## config.mk

```make
export PLATFORM = sky130hd
export DESIGN_NAME = tilt_complementary_filter_unit
export DESIGN_NICKNAME = d
export VERILOG_FILES = /design/src/hw/rtl/tcf_pkg.sv /design/src/hw/rtl/tcf_cfg_regs.sv /design/src/hw/rtl/tcf_ctrl.sv /design/src/hw/rtl/tcf_datapath.sv /design/src/hw/rtl/tilt_complementary_filter_unit.sv
export SDC_FILE = /design/constraint.sdc
export NUM_CORES = 2
export LEC_CHECK = 0
export BUFFER_PORTS_ARGS = -buffer_cell sky130_fd_sc_hd__buf_2
export CAP_MARGIN = 20
export CORE_UTILIZATION = 35
export DETAILED_ROUTE_END_ITERATION = 10
export GPL_TIMING_DRIVEN = 0
export SLEW_MARGIN = 40
export SYNTH_ARGS = -nofsm -noshare
export SYNTH_HDL_FRONTEND = slang
export SYNTH_SLANG_ARGS = --single-unit
```

## constraint.sdc

```tcl
create_clock -name aclk -period 15 [get_ports aclk]
set_input_delay 1.5 -clock aclk [delete_from_list [all_inputs] [get_ports aclk]]
set_output_delay 1.5 -clock aclk [all_outputs]
set_load 0.01 [all_outputs]
```

## src/hw/rtl/tcf_pkg.sv

```systemverilog
// Shared types, constants and tables of the tilt complementary filter.
package tcf_pkg;

    localparam int CAL_SAMPLES  = 10;
    localparam int CORDIC_STEPS = 16;
    localparam int ANGLE_LIMIT  = 11796480;

    localparam int RAW_W  = 10;
    localparam int TICK_W = 8;
    localparam int BIAS_W = 14;
    localparam int CNT_W  = 4;
    localparam int DEV_W  = 16;
    localparam int SQ_W   = 30;
    localparam int RAD_W  = 46;
    localparam int ROOT_W = 23;
    localparam int CX_W   = 27;
    localparam int CZ_W   = 26;
    localparam int ATAN_W = 22;
    localparam int EST_W  = 25;
    localparam int DT_W   = 32;
    localparam int DIV_W  = 33;
    localparam int REM_W  = 4;
    localparam int S_W    = 34;
    localparam int SMAG_W = 33;
    localparam int D_W    = 34;
    localparam int SUM_W  = 36;
    localparam int MUL_W  = 32;

    localparam int DIG_W    = 16;
    localparam int QHI_W    = DIV_W - DIG_W;
    localparam int RECIP_SH = 24;
    localparam int RECIP    = ((1 << RECIP_SH) + CAL_SAMPLES - 1) / CAL_SAMPLES;

    localparam int SQRT_STEPS = RAD_W / 2;
    localparam int DIV_STEPS  = 4;
    localparam int STEP_W     = 6;

    localparam int ZOFF_W  = 10;
    localparam int GAIN_W  = 18;
    localparam int OMEGA_W = 20;
    localparam int TSEC_W  = 24;
    localparam int CFG_W   = 24;
    localparam int IDX_W   = 2;

    localparam logic [IDX_W-1:0] REG_Z_OFFSET     = 2'd0;
    localparam logic [IDX_W-1:0] REG_GYRO_GAIN    = 2'd1;
    localparam logic [IDX_W-1:0] REG_FILTER_OMEGA = 2'd2;
    localparam logic [IDX_W-1:0] REG_TICK_SECONDS = 2'd3;

    typedef enum logic [4:0] {
        OP_NONE, OP_DT, OP_SQ_B, OP_SQ_C, OP_SQRT_LOAD, OP_SQRT, OP_COR_LOAD, OP_COR,
        OP_RATE, OP_DIV_LOAD, OP_DIV, OP_OMEGA, OP_SUM, OP_MUL_LO, OP_MUL_HI, OP_ROUND,
        OP_COMMIT
    } tcf_op_t;

    typedef struct packed {
        logic              load;
        logic              calib;
        tcf_op_t           op;
        logic              axis;
        logic [STEP_W-1:0] step;
        logic              emit;
    } tcf_cmd_t;

    typedef struct packed {
        logic [ZOFF_W-1:0]  z_offset;
        logic [GAIN_W-1:0]  gyro_gain;
        logic [OMEGA_W-1:0] filter_omega;
        logic [TSEC_W-1:0]  tick_seconds;
    } tcf_cfg_t;

    function automatic logic [ATAN_W-1:0] atan_entry(input logic [4:0] idx);
        logic [ATAN_W-1:0] v;
        unique case (idx)
            5'd0:  v = 22'd2949120;
            5'd1:  v = 22'd1740967;
            5'd2:  v = 22'd919879;
            5'd3:  v = 22'd466945;
            5'd4:  v = 22'd234379;
            5'd5:  v = 22'd117304;
            5'd6:  v = 22'd58666;
            5'd7:  v = 22'd29335;
            5'd8:  v = 22'd14668;
            5'd9:  v = 22'd7334;
            5'd10: v = 22'd3667;
            5'd11: v = 22'd1833;
            5'd12: v = 22'd917;
            5'd13: v = 22'd458;
            5'd14: v = 22'd229;
            5'd15: v = 22'd115;
            5'd16: v = 22'd57;
            5'd17: v = 22'd29;
            5'd18: v = 22'd14;
            5'd19: v = 22'd7;
            5'd20: v = 22'd4;
            5'd21: v = 22'd2;
            5'd22: v = 22'd1;
            default: v = 22'd0;
        endcase
        return v;
    endfunction

endpackage

```

## src/hw/rtl/tcf_cfg_regs.sv

```systemverilog
// Configuration register file of the tilt complementary filter.
module tcf_cfg_regs (
    input  logic                        aclk,
    input  logic                        aresetn,
    input  logic                        cfg_wr_en,
    input  logic [tcf_pkg::IDX_W-1:0]   cfg_wr_index,
    input  logic [tcf_pkg::CFG_W-1:0]   cfg_wr_data,
    output tcf_pkg::tcf_cfg_t           cfg
);

    tcf_pkg::tcf_cfg_t cfg_reg;

    always_ff @(posedge aclk) begin
        if (!aresetn) begin
            cfg_reg.z_offset     <= 10'd576;
            cfg_reg.gyro_gain    <= 18'd47809;
            cfg_reg.filter_omega <= 20'd123532;
            cfg_reg.tick_seconds <= 24'd549756;
        end else if (cfg_wr_en) begin
            unique case (cfg_wr_index)
                tcf_pkg::REG_Z_OFFSET:
                    cfg_reg.z_offset <= cfg_wr_data[tcf_pkg::ZOFF_W-1:0];
                tcf_pkg::REG_GYRO_GAIN:
                    cfg_reg.gyro_gain <= cfg_wr_data[tcf_pkg::GAIN_W-1:0];
                tcf_pkg::REG_FILTER_OMEGA:
                    cfg_reg.filter_omega <= cfg_wr_data[tcf_pkg::OMEGA_W-1:0];
                tcf_pkg::REG_TICK_SECONDS:
                    cfg_reg.tick_seconds <= cfg_wr_data[tcf_pkg::TSEC_W-1:0];
                default: ;
            endcase
        end
    end

    assign cfg = cfg_reg;

endmodule

```

## src/hw/rtl/tcf_ctrl.sv

```systemverilog
// Sequencer of the tilt complementary filter: handshakes, calibration count, step control.
module tcf_ctrl (
    input  logic                aclk,
    input  logic                aresetn,
    input  logic                s_tvalid,
    output logic                s_tready,
    output logic                m_tvalid,
    input  logic                m_tready,
    output tcf_pkg::tcf_cmd_t   cmd
);

    typedef enum logic [4:0] {
        ST_IDLE, ST_DT, ST_SQ_B, ST_SQ_C, ST_SQRT_LOAD, ST_SQRT, ST_COR_LOAD, ST_COR,
        ST_RATE, ST_DIV_LOAD, ST_DIV, ST_OMEGA, ST_SUM, ST_MUL_LO, ST_MUL_HI, ST_ROUND,
        ST_COMMIT, ST_EMIT
    } state_t;

    state_t                         state_reg;
    logic [tcf_pkg::STEP_W-1:0]     step_reg;
    logic                           axis_reg;
    logic [tcf_pkg::CNT_W-1:0]      calib_cnt_reg;
    logic                           m_valid_reg;
    logic                           accept;
    logic                           calibrating;
    logic                           emit;
    tcf_pkg::tcf_op_t               op;

    assign s_tready    = (state_reg == ST_IDLE);
    assign accept      = s_tvalid && s_tready;
    assign calibrating = (calib_cnt_reg < tcf_pkg::CNT_W'(tcf_pkg::CAL_SAMPLES));
    assign emit        = (state_reg == ST_EMIT) && (!m_valid_reg || m_tready);
    assign m_tvalid    = m_valid_reg;

    always_comb begin
        unique case (state_reg)
            ST_DT:        op = tcf_pkg::OP_DT;
            ST_SQ_B:      op = tcf_pkg::OP_SQ_B;
            ST_SQ_C:      op = tcf_pkg::OP_SQ_C;
            ST_SQRT_LOAD: op = tcf_pkg::OP_SQRT_LOAD;
            ST_SQRT:      op = tcf_pkg::OP_SQRT;
            ST_COR_LOAD:  op = tcf_pkg::OP_COR_LOAD;
            ST_COR:       op = tcf_pkg::OP_COR;
            ST_RATE:      op = tcf_pkg::OP_RATE;
            ST_DIV_LOAD:  op = tcf_pkg::OP_DIV_LOAD;
            ST_DIV:       op = tcf_pkg::OP_DIV;
            ST_OMEGA:     op = tcf_pkg::OP_OMEGA;
            ST_SUM:       op = tcf_pkg::OP_SUM;
            ST_MUL_LO:    op = tcf_pkg::OP_MUL_LO;
            ST_MUL_HI:    op = tcf_pkg::OP_MUL_HI;
            ST_ROUND:     op = tcf_pkg::OP_ROUND;
            ST_COMMIT:    op = tcf_pkg::OP_COMMIT;
            default:      op = tcf_pkg::OP_NONE;
        endcase
    end

    always_comb begin
        cmd.load  = accept;
        cmd.calib = accept && calibrating;
        cmd.op    = op;
        cmd.axis  = axis_reg;
        cmd.step  = step_reg;
        cmd.emit  = emit;
    end

    always_ff @(posedge aclk) begin
        if (!aresetn) begin
            state_reg     <= ST_IDLE;
            step_reg      <= '0;
            axis_reg      <= 1'b0;
            calib_cnt_reg <= '0;
            m_valid_reg   <= 1'b0;
        end else begin
            if (m_valid_reg && m_tready && !emit) begin
                m_valid_reg <= 1'b0;
            end
            unique case (state_reg)
                ST_IDLE: begin
                    if (accept) begin
                        if (calibrating) begin
                            calib_cnt_reg <= calib_cnt_reg + 1'b1;
                        end else begin
                            axis_reg  <= 1'b0;
                            state_reg <= ST_DT;
                        end
                    end
                end
                ST_DT:        state_reg <= ST_SQ_B;
                ST_SQ_B:      state_reg <= ST_SQ_C;
                ST_SQ_C:      state_reg <= ST_SQRT_LOAD;
                ST_SQRT_LOAD: begin
                    step_reg  <= '0;
                    state_reg <= ST_SQRT;
                end
                ST_SQRT: begin
                    if (step_reg == tcf_pkg::STEP_W'(tcf_pkg::SQRT_STEPS - 1)) begin
                        state_reg <= ST_COR_LOAD;
                    end
                    step_reg <= step_reg + 1'b1;
                end
                ST_COR_LOAD: begin
                    step_reg  <= '0;
                    state_reg <= ST_COR;
                end
                ST_COR: begin
                    if (step_reg == tcf_pkg::STEP_W'(tcf_pkg::CORDIC_STEPS - 1)) begin
                        state_reg <= ST_RATE;
                    end
                    step_reg <= step_reg + 1'b1;
                end
                ST_RATE:      state_reg <= ST_DIV_LOAD;
                ST_DIV_LOAD: begin
                    step_reg  <= '0;
                    state_reg <= ST_DIV;
                end
                ST_DIV: begin
                    if (step_reg == tcf_pkg::STEP_W'(tcf_pkg::DIV_STEPS - 1)) begin
                        state_reg <= ST_OMEGA;
                    end
                    step_reg <= step_reg + 1'b1;
                end
                ST_OMEGA:     state_reg <= ST_SUM;
                ST_SUM:       state_reg <= ST_MUL_LO;
                ST_MUL_LO:    state_reg <= ST_MUL_HI;
                ST_MUL_HI:    state_reg <= ST_ROUND;
                ST_ROUND:     state_reg <= ST_COMMIT;
                ST_COMMIT: begin
                    if (axis_reg) begin
                        state_reg <= ST_EMIT;
                    end else begin
                        axis_reg  <= 1'b1;
                        state_reg <= ST_SQ_B;
                    end
                end
                ST_EMIT: begin
                    if (emit) begin
                        m_valid_reg <= 1'b1;
                        state_reg   <= ST_IDLE;
                    end
                end
                default: state_reg <= ST_IDLE;
            endcase
        end
    end

endmodule

```

## src/hw/rtl/tcf_datapath.sv

```systemverilog
// Datapath of the tilt complementary filter: bias, shared multiplier, sqrt, CORDIC, divider.
module tcf_datapath (
    input  logic                                aclk,
    input  logic                                aresetn,
    input  tcf_pkg::tcf_cmd_t                   cmd,
    input  tcf_pkg::tcf_cfg_t                   cfg,
    input  logic [tcf_pkg::RAW_W-1:0]           accel_x,
    input  logic [tcf_pkg::RAW_W-1:0]           accel_y,
    input  logic [tcf_pkg::RAW_W-1:0]           accel_z,
    input  logic [tcf_pkg::RAW_W-1:0]           rate_x,
    input  logic [tcf_pkg::RAW_W-1:0]           rate_y,
    input  logic [tcf_pkg::TICK_W-1:0]          elapsed_ticks,
    output logic signed [tcf_pkg::EST_W-1:0]    tilt_x,
    output logic signed [tcf_pkg::EST_W-1:0]    tilt_y
);

    localparam int DEV_W  = tcf_pkg::DEV_W;
    localparam int BIAS_W = tcf_pkg::BIAS_W;
    localparam int CX_W   = tcf_pkg::CX_W;
    localparam int CZ_W   = tcf_pkg::CZ_W;
    localparam int RAD_W  = tcf_pkg::RAD_W;
    localparam int MUL_W  = tcf_pkg::MUL_W;
    localparam int S_W    = tcf_pkg::S_W;
    localparam int SMAG_W = tcf_pkg::SMAG_W;
    localparam int D_W    = tcf_pkg::D_W;
    localparam int SUM_W  = tcf_pkg::SUM_W;
    localparam int LO_W   = 17;
    localparam int LOP_W  = LO_W + tcf_pkg::DT_W;
    localparam int TOT_W  = 2 * MUL_W + 2;

    function automatic logic signed [DEV_W-1:0] dev_of(input logic [tcf_pkg::RAW_W-1:0] raw,
                                                       input logic [BIAS_W-1:0] bias);
        logic [BIAS_W-1:0] scaled;
        scaled = BIAS_W'(raw) * BIAS_W'(tcf_pkg::CAL_SAMPLES);
        return $signed(DEV_W'(scaled)) - $signed(DEV_W'(bias));
    endfunction

    function automatic logic [DEV_W-1:0] mag_of(input logic signed [DEV_W-1:0] v);
        return v[DEV_W-1] ? DEV_W'(-v) : DEV_W'(v);
    endfunction

    function automatic logic signed [CX_W-1:0] shr_trunc(input logic signed [CX_W-1:0] v,
                                                         input logic [4:0] s);
        logic [CX_W-1:0] m;
        m = v[CX_W-1] ? CX_W'(-v) : CX_W'(v);
        m = m >> s;
        return v[CX_W-1] ? -$signed(m) : $signed(m);
    endfunction

    logic [BIAS_W-1:0]              bias_reg [4];
    logic signed [tcf_pkg::EST_W-1:0] est_reg [2];
    logic signed [DEV_W-1:0]        dev_a_reg [2];
    logic signed [DEV_W-1:0]        dev_g_reg [2];
    logic signed [DEV_W-1:0]        dev_z_reg;
    logic [tcf_pkg::TICK_W-1:0]     ticks_reg;
    logic [2*MUL_W-1:0]             mul_reg;
    logic [tcf_pkg::DT_W-1:0]       dt_reg;
    logic [tcf_pkg::SQ_W-1:0]       sumsq_reg;
    logic [RAD_W-1:0]               rad_reg;
    logic [RAD_W-1:0]               root_reg;
    logic [RAD_W-1:0]               sq_bit_reg;
    logic signed [CX_W-1:0]         cx_reg;
    logic signed [CX_W-1:0]         cy_reg;
    logic signed [CZ_W-1:0]         cz_reg;
    logic [tcf_pkg::DIV_W-1:0]      num_reg;
    logic [tcf_pkg::QHI_W-1:0]      qhi_reg;
    logic                           diff_neg_reg;
    logic signed [S_W-1:0]          s_reg;
    logic [LOP_W-1:0]               lo_reg;
    logic [D_W-1:0]                 d_reg;
    logic signed [tcf_pkg::EST_W-1:0] tilt_x_reg;
    logic signed [tcf_pkg::EST_W-1:0] tilt_y_reg;

    logic [MUL_W-1:0]               mul_a;
    logic [MUL_W-1:0]               mul_b;
    logic                           mul_en;
    logic [2*MUL_W-1:0]             mul_p;
    logic signed [CZ_W-1:0]         acc_angle;
    logic signed [CX_W-1:0]         diff;
    logic [CX_W-1:0]                diff_mag;
    logic [SMAG_W-1:0]              s_mag;
    logic [RAD_W:0]                 sq_trial;
    logic [tcf_pkg::QHI_W-1:0]      q_hi;
    logic [tcf_pkg::REM_W-1:0]      rem_dig;
    logic [tcf_pkg::DIV_W-2:0]      term_mag;
    logic signed [S_W-1:0]          term_s;
    logic signed [S_W-1:0]          rate_s;
    logic [TOT_W-1:0]               total;
    logic signed [SUM_W-1:0]        new_est;
    logic signed [tcf_pkg::EST_W-1:0] clamped;
    logic signed [CX_W-1:0]         cx_sh;
    logic signed [CX_W-1:0]         cy_sh;
    logic signed [CZ_W-1:0]         atan_s;

    assign acc_angle = (dev_a_reg[cmd.axis] == '0) ? '0 : cz_reg;
    assign diff      = CX_W'(acc_angle) - CX_W'(est_reg[cmd.axis]);
    assign diff_mag  = diff[CX_W-1] ? CX_W'(-diff) : CX_W'(diff);
    assign s_mag     = s_reg[S_W-1] ? SMAG_W'(-s_reg) : SMAG_W'(s_reg);

    always_comb begin
        mul_en = 1'b1;
        mul_a  = '0;
        mul_b  = '0;
        case (cmd.op)
            tcf_pkg::OP_DT: begin
                mul_a = MUL_W'(ticks_reg);
                mul_b = MUL_W'(cfg.tick_seconds);
            end
            tcf_pkg::OP_SQ_B: begin
                mul_a = MUL_W'(mag_of(dev_a_reg[~cmd.axis]));
                mul_b = MUL_W'(mag_of(dev_a_reg[~cmd.axis]));
            end
            tcf_pkg::OP_SQ_C: begin
                mul_a = MUL_W'(mag_of(dev_z_reg));
                mul_b = MUL_W'(mag_of(dev_z_reg));
            end
            tcf_pkg::OP_RATE: begin
                mul_a = MUL_W'(mag_of(dev_g_reg[cmd.axis]));
                mul_b = MUL_W'(cfg.gyro_gain);
            end
            tcf_pkg::OP_DIV: begin
                mul_en = !cmd.step[0];
                mul_a  = cmd.step[1]
                    ? MUL_W'(num_reg[tcf_pkg::DIG_W+tcf_pkg::REM_W-1:0])
                    : MUL_W'(num_reg[tcf_pkg::DIV_W-1:tcf_pkg::DIG_W]);
                mul_b  = MUL_W'(tcf_pkg::RECIP);
            end
            tcf_pkg::OP_OMEGA: begin
                mul_a = MUL_W'(cfg.filter_omega);
                mul_b = MUL_W'(diff_mag);
            end
            tcf_pkg::OP_MUL_LO: begin
                mul_a = MUL_W'(s_mag[LO_W-1:0]);
                mul_b = dt_reg;
            end
            tcf_pkg::OP_MUL_HI: begin
                mul_a = MUL_W'(s_mag[SMAG_W-1:LO_W]);
                mul_b = dt_reg;
            end
            default: mul_en = 1'b0;
        endcase
    end

    assign mul_p = mul_a * mul_b;

    assign sq_trial  = (RAD_W+1)'(root_reg) + (RAD_W+1)'(sq_bit_reg);

    assign q_hi    = mul_reg[tcf_pkg::RECIP_SH +: tcf_pkg::QHI_W];
    assign rem_dig = tcf_pkg::REM_W'(num_reg[tcf_pkg::DIV_W-1:tcf_pkg::DIG_W]
                     - tcf_pkg::QHI_W'(q_hi * tcf_pkg::QHI_W'(tcf_pkg::CAL_SAMPLES)));

    assign cx_sh  = shr_trunc(cx_reg, cmd.step[4:0]);
    assign cy_sh  = shr_trunc(cy_reg, cmd.step[4:0]);
    assign atan_s = $signed(CZ_W'(tcf_pkg::atan_entry(cmd.step[4:0])));

    assign term_mag = (tcf_pkg::DIV_W-1)'((48'(mul_reg[46:0]) + 48'h8000) >> 16);
    assign term_s   = diff_neg_reg ? -$signed(S_W'(term_mag)) : $signed(S_W'(term_mag));
    assign rate_s   = dev_g_reg[cmd.axis][DEV_W-1] ? -$signed(S_W'(num_reg))
                                                     : $signed(S_W'(num_reg));

    assign total = TOT_W'(lo_reg) + (TOT_W'(mul_reg[47:0]) << LO_W) + (TOT_W'(1) << 31);

    assign new_est = SUM_W'(est_reg[cmd.axis])
                   + (s_reg[S_W-1] ? -$signed(SUM_W'(d_reg)) : $signed(SUM_W'(d_reg)));

    always_comb begin
        if (new_est > SUM_W'(tcf_pkg::ANGLE_LIMIT)) begin
            clamped = tcf_pkg::EST_W'(tcf_pkg::ANGLE_LIMIT);
        end else if (new_est < -$signed(SUM_W'(tcf_pkg::ANGLE_LIMIT))) begin
            clamped = -$signed(tcf_pkg::EST_W'(tcf_pkg::ANGLE_LIMIT));
        end else begin
            clamped = tcf_pkg::EST_W'(new_est);
        end
    end

    always_ff @(posedge aclk) begin
        if (!aresetn) begin
            for (int k = 0; k < 4; k++) begin
                bias_reg[k] <= '0;
            end
            est_reg[0] <= '0;
            est_reg[1] <= '0;
        end else begin
            if (cmd.calib) begin
                bias_reg[0] <= bias_reg[0] + BIAS_W'(accel_x);
                bias_reg[1] <= bias_reg[1] + BIAS_W'(accel_y);
                bias_reg[2] <= bias_reg[2] + BIAS_W'(rate_x);
                bias_reg[3] <= bias_reg[3] + BIAS_W'(rate_y);
            end
            if (cmd.op == tcf_pkg::OP_COMMIT) begin
                est_reg[cmd.axis] <= clamped;
            end
        end
    end

    always_ff @(posedge aclk) begin
        if (cmd.load) begin
            dev_a_reg[0] <= dev_of(accel_x, bias_reg[0]);
            dev_a_reg[1] <= dev_of(accel_y, bias_reg[1]);
            dev_g_reg[0] <= dev_of(rate_x, bias_reg[2]);
            dev_g_reg[1] <= dev_of(rate_y, bias_reg[3]);
            dev_z_reg    <= ($signed(DEV_W'(accel_z)) - $signed(DEV_W'(cfg.z_offset)))
                            * $signed(DEV_W'(tcf_pkg::CAL_SAMPLES));
            ticks_reg    <= elapsed_ticks;
        end
        if (mul_en) begin
            mul_reg <= mul_p;
        end
        case (cmd.op)
            tcf_pkg::OP_SQ_B: begin
                if (!cmd.axis) begin
                    dt_reg <= mul_reg[tcf_pkg::DT_W-1:0];
                end
            end
            tcf_pkg::OP_SQ_C: sumsq_reg <= mul_reg[tcf_pkg::SQ_W-1:0];
            tcf_pkg::OP_SQRT_LOAD: begin
                rad_reg    <= {tcf_pkg::SQ_W'(sumsq_reg + mul_reg[tcf_pkg::SQ_W-1:0]),
                               16'b0};
                root_reg   <= '0;
                sq_bit_reg <= RAD_W'(1) << (RAD_W - 2);
            end
            tcf_pkg::OP_SQRT: begin
                if (RAD_W'(rad_reg) >= sq_trial) begin
                    rad_reg  <= RAD_W'(rad_reg - sq_trial);
                    root_reg <= (root_reg >> 1) + sq_bit_reg;
                end else begin
                    root_reg <= root_reg >> 1;
                end
                sq_bit_reg <= sq_bit_reg >> 2;
            end
            tcf_pkg::OP_COR_LOAD: begin
                cx_reg <= $signed(CX_W'(root_reg[tcf_pkg::ROOT_W-1:0]));
                cy_reg <= CX_W'(dev_a_reg[cmd.axis]) <<< 8;
                cz_reg <= '0;
            end
            tcf_pkg::OP_COR: begin
                if (cy_reg > 0) begin
                    cx_reg <= cx_reg + cy_sh;
                    cy_reg <= cy_reg - cx_sh;
                    cz_reg <= cz_reg + atan_s;
                end else begin
                    cx_reg <= cx_reg - cy_sh;
                    cy_reg <= cy_reg + cx_sh;
                    cz_reg <= cz_reg - atan_s;
                end
            end
            tcf_pkg::OP_DIV_LOAD: begin
                num_reg <= tcf_pkg::DIV_W'(mul_reg[MUL_W-1:0])
                         + tcf_pkg::DIV_W'(tcf_pkg::CAL_SAMPLES / 2);
            end
            tcf_pkg::OP_DIV: begin
                if (cmd.step[0]) begin
                    if (!cmd.step[1]) begin
                        qhi_reg <= q_hi;
                        num_reg <= tcf_pkg::DIV_W'({rem_dig,
                                                    num_reg[tcf_pkg::DIG_W-1:0]});
                    end else begin
                        num_reg <= {qhi_reg, mul_reg[tcf_pkg::RECIP_SH +: tcf_pkg::DIG_W]};
                    end
                end
            end
            tcf_pkg::OP_OMEGA: diff_neg_reg <= diff[CX_W-1];
            tcf_pkg::OP_SUM:   s_reg <= term_s + rate_s;
            tcf_pkg::OP_MUL_HI: lo_reg <= mul_reg[LOP_W-1:0];
            tcf_pkg::OP_ROUND: d_reg <= total[TOT_W-1:32];
            default: ;
        endcase
        if (cmd.emit) begin
            tilt_x_reg <= est_reg[0];
            tilt_y_reg <= est_reg[1];
        end
    end

    assign tilt_x = tilt_x_reg;
    assign tilt_y = tilt_y_reg;

endmodule

```

## src/hw/rtl/tilt_complementary_filter_unit.sv

```systemverilog
// Top level of the tilt complementary filter: ports, register file, sequencer, datapath.
// The first CAL_SAMPLES beats only build the bias sums and give no result; the unit stays
// ready for the next one. Each later beat is worked by the shared 32x32 multiplier, the
// 23-step square root, the CORDIC and the reciprocal divide by CAL_SAMPLES, run for
// each axis in turn; the next beat can be taken in the same cycle as the result appears.
// A new beat is taken as soon as the previous result sits in the output register.
module tilt_complementary_filter_unit (
    input  logic                        aclk,
    input  logic                        aresetn,
    input  logic                        s_tvalid,
    output logic                        s_tready,
    // accel_x, accel_y, accel_z, rate_x, rate_y, elapsed_ticks
    input  logic [63:0]                 s_tdata,
    output logic                        m_tvalid,
    input  logic                        m_tready,
    // tilt_x, tilt_y
    output logic [55:0]                 m_tdata,
    input  logic                        cfg_wr_en,
    input  logic [tcf_pkg::IDX_W-1:0]   cfg_wr_index,
    input  logic [tcf_pkg::CFG_W-1:0]   cfg_wr_data
);

    tcf_pkg::tcf_cfg_t                  cfg;
    tcf_pkg::tcf_cmd_t                  cmd;
    logic signed [tcf_pkg::EST_W-1:0]   tilt_x;
    logic signed [tcf_pkg::EST_W-1:0]   tilt_y;

    tcf_cfg_regs u_cfg (
        .aclk         (aclk),
        .aresetn      (aresetn),
        .cfg_wr_en    (cfg_wr_en),
        .cfg_wr_index (cfg_wr_index),
        .cfg_wr_data  (cfg_wr_data),
        .cfg          (cfg)
    );

    tcf_ctrl u_ctrl (
        .aclk     (aclk),
        .aresetn  (aresetn),
        .s_tvalid (s_tvalid),
        .s_tready (s_tready),
        .m_tvalid (m_tvalid),
        .m_tready (m_tready),
        .cmd      (cmd)
    );

    tcf_datapath u_dp (
        .aclk          (aclk),
        .aresetn       (aresetn),
        .cmd           (cmd),
        .cfg           (cfg),
        .accel_x       (s_tdata[9:0]),
        .accel_y       (s_tdata[19:10]),
        .accel_z       (s_tdata[29:20]),
        .rate_x        (s_tdata[39:30]),
        .rate_y        (s_tdata[49:40]),
        .elapsed_ticks (s_tdata[57:50]),
        .tilt_x        (tilt_x),
        .tilt_y        (tilt_y)
    );

    assign m_tdata = {6'b0, tilt_y, tilt_x};

    a_emit_free: assert property (@(posedge aclk) disable iff (!aresetn)
        cmd.emit |-> (!m_tvalid || m_tready))
        else $error("result loaded over an untaken beat");

    a_busy_after_load: assert property (@(posedge aclk) disable iff (!aresetn)
        (cmd.load && !cmd.calib) |=> !s_tready)
        else $error("input taken while an item is in work");

    a_tilt_range: assert property (@(posedge aclk) disable iff (!aresetn)
        m_tvalid |-> (tilt_x <= 25'sd11796480 && tilt_x >= -25'sd11796480
                      && tilt_y <= 25'sd11796480 && tilt_y >= -25'sd11796480))
        else $error("tilt beyond saturation limit");

endmodule

```

==> results.txt <==
----------------------------------------------------
[Setup path]
  Nature of the critical path startpoint ... flop
  Max stage delay cell, worst path ... sky130_fd_sc_hd__or4b_2
  Worst EP required ... 15510 ps
  Crit path kind ... flop to flop
  Maximum net fanout on the critical path ... 19
  Logic depth of the worst register-to-register path ... 57
  Delay of the slowest cell on the worst path ... 660 ps
  Arrival time of the worst setup path ... 14940 ps
  Cell seen most often among critical-path stages ... sky130_fd_sc_hd__fa_1
  Critical path endpoint category ... flop

[Place]
  Placed inst area ... 0.0945 mm^2
  HPWL after detailed placement ... 280 mm
  Count of buffers inserted at the top-level ports ... 138
  Final Wtd Congestion ... 1.01

[Cells and area]
  Max FFs per register ... 72
  Share of cells above drive strength 1 ... 7.42%
  Number of nets in the final layout ... 11700
  Finished Core Util ... 39.5%
  Total non-filler cell area in the finished layout ... 0.0985 mm^2
  Synthesis-to-layout area growth ... 11.6%

[CTS]
  Clock tree buffer depth ... 3
  Max H-tree Level ... 3
  Num Clock Sinks ... 813
  Number of hold buffers added after cts ... 0
  Clock buffers created by TritonCTS ... 99
  Register clock-pin slew on the reported worst setup and hold paths ... 60 ps
  Clock tree from TritonCTS ... yes
  Clk_lat worst skew ... 770 ps
  Cell at the root of the clock tree ... sky130_fd_sc_hd__clkbuf_16

[Power and ir drop]
  Power per standard cell area ... 94.2 mW/mm^2
  Peak supply drop ... 94.4 uV
  Leakage dissipation ... 0.0403 uW

[Timing]
  Pins Over Slew Limit ... 0
  Clock period minus worst slack ... 14430 ps
  Final cycle utilization of the critical path ... 96.2%
  Clock tree skew after final layout ... 46.7 ps
  Count of endpoints failing hold in the final timing report ... 0
  Final-report setup violation count ... 0
  Maximum frequency from static timing analysis ... 69.3 MHz
  Worst Max-Slew Pin Slew ... 985 ps
  Worst-case headroom to the max-slew limit ... 33.8%

[Drt]
  Highest routed metal layer ... met5
  Initial drt markers ... 7951
  Vias/cell ... 5.71
  DR WL met2 ... 147 mm
  Sum of routed wire segments on met1 ... 152 mm
  Final antenna-violating net count ... 0
  Per-cell routed wire length ... 25.2 um
  Pre-antenna DRT Iters ... 8
  Met3 Routed Length ... 29.9 mm
  Total number of vias ... 78000
  Wirelength, routed ... 345 mm
  Detailed-route DRC error count ... 0

[Yosys]
  Post-synth top area cell ... sky130_fd_sc_hd__edfxtp_1
  Post-synth EDFFs ... 696
  Most numerous cell in the Yosys netlist ... sky130_fd_sc_hd__nand2_1
  Combined area of all synthesized cells ... 0.0882 mm^2
  FFs w/ async S/R, synth ... 0%
  Primary FF master, synth ... sky130_fd_sc_hd__edfxtp_1
  Warning count from the yosys run ... 0
  Share of the synthesized area in the top cell type ... 23.7%
  Syn Area/Cell ... 8.90 um^2
  Cells taking the most area after synthesis ... sky130_fd_sc_hd__edfxtp_1 (24%), sky130_fd_sc_hd__fa_1 (13%), sky130_fd_sc_hd__ha_1 (11%)
  Flop and latch count out of synthesis ... 813
  Post-synthesis cell type count ... 105
  Sequential fraction of the synthesis area ... 26.3%
  Post-synthesis cell count ... 9907
  Top cells by count, synth ... sky130_fd_sc_hd__nand2_1 (1028), sky130_fd_sc_hd__inv_1 (938), sky130_fd_sc_hd__nor2_1 (825)

[Floorplan]
  Chip width ... 504 um
  IO Pins ... 153
  Initial cell density of the core ... 35.3%
  Total Die Area ... 0.254 mm^2
  Std-Cell Core Area ... 0.250 mm^2
  Number of placement rows ... 183
  Die Y-Extent ... 504 um

[Flow run]
  Number of violations of the max-capacitance limit ... 0

[GRT]
  Gr ovfl total ... 0
  Number of antenna violations at the first check in global routing ... 25
  Total routing resource utilization after global routing ... 26.5%
  First-pass GRT wire length ... 506 mm
  Via count of the first global-routing pass ... 76200
  Largest net degree at the start of global routing ... 46

[Outcome]
  Status ... finished clean

[Worst hold path]
  Hold Crit Depth ... 0
  Class of the tightest hold or removal check ... flop to flop

----------------------------------------------------
[layout by cell type, fill, tap and decap left out, types with 149 or more instances in the layout]
cell type / count
sky130_fd_sc_hd__nor2_1: 816
sky130_fd_sc_hd__inv_1: 936
sky130_fd_sc_hd__o21ai_0: 422
sky130_fd_sc_hd__edfxtp_1: 696
sky130_fd_sc_hd__fa_1: 557
sky130_fd_sc_hd__ha_1: 797
sky130_fd_sc_hd__a21oi_1: 453
sky130_fd_sc_hd__nand2_1: 1025
sky130_fd_sc_hd__nor3_1: 226
sky130_fd_sc_hd__a21o_1: 180
sky130_fd_sc_hd__nand3_1: 248
sky130_fd_sc_hd__xnor2_1: 480
sky130_fd_sc_hd__and2_1: 149
sky130_fd_sc_hd__buf_2: 179
sky130_fd_sc_hd__clkbuf_1: 287
sky130_fd_sc_hd__xor2_1: 359
[worst paths after layout]
path,startpoint,to,slack (ps)
min,u_dp.est_reg[0][19],m_tdata[19],450
max,flop,u_dp.mul_reg[48],570
max reg2reg,flop,u_dp.mul_reg[48],570
min reg2reg,u_dp.est_reg[0][19],m_tdata[19],450
[metrics by stage]
stage	setup WS, ps	cells	total power [uW]	hold slack [ps]	TNS (ps)
floorplan	449	9920	5490	400	0
global placement	-5190	13400	6590	434	-364600
detailed placement	-3590	13500	6690	435	-68420
CTS	47.8	13700	9260	451	0
global route	-49.2	13700	9750	463	-49.2
finish	571	13700	9280	451	0
[layer usage]
metal  global-route usage [%]  vias up
li1                         -    35400
met1                     36.5    38500
met2                     39.9     3406
met3                     5.53      658
met4                     11.5       12
met5                        0        -
[worst max-delay path: cells and delay by family (launching register included)]
family	cells	cell delay (ps)
adder cells (fa/ha/maj)	11	4850
AND/OR/NAND/NOR	7	1330
XOR/XNOR	2	430
flip-flops	1	440
buffers and inverters	13	2170
AO/OA/AOI/OAI	24	4880
[where the power goes]
part	leakage, uW	internal [uW]	total [uW]	switching, uW
Clock	0.00159	1420	2510	1090
Sequential	0.00767	2920	3290	369
Combinational	0.0310	1370	3480	2120
Total	0.0403	5700	9280	3580
[layout make-up]
class / instances / area [um^2]
diodes: 4 / 10.0
plain buffers: 424 / 1820
clock buffers: 122 / 2680
clock inverters: 64 / 619
fillers: 25100 / 151000
inverters: 944 / 3550
multi-input cells: 7735 / 60600
flip-flops and latches: 813 / 23200
well taps: 3330 / 4170
repair buffers: 234 / 1780
[cells by family after synthesis]
logic type	synth area share (%)
adders and majority gates	23.9
DFF	26.3
xor gates and xnor gates	8.53
and+or+nand+nor	17.9
other	0.00851
muxes	1.93
buffers and inverters	5.90
AOI/OAI and AO/OA	15.5
[what timing repair did]
item	CTS	global route
setup buffers	8	8
pin swaps	3	4
endpoints found under the setup margin	38	9
resized for setup	65	60
No activity file was read; power rests on OpenSTA's default activity.
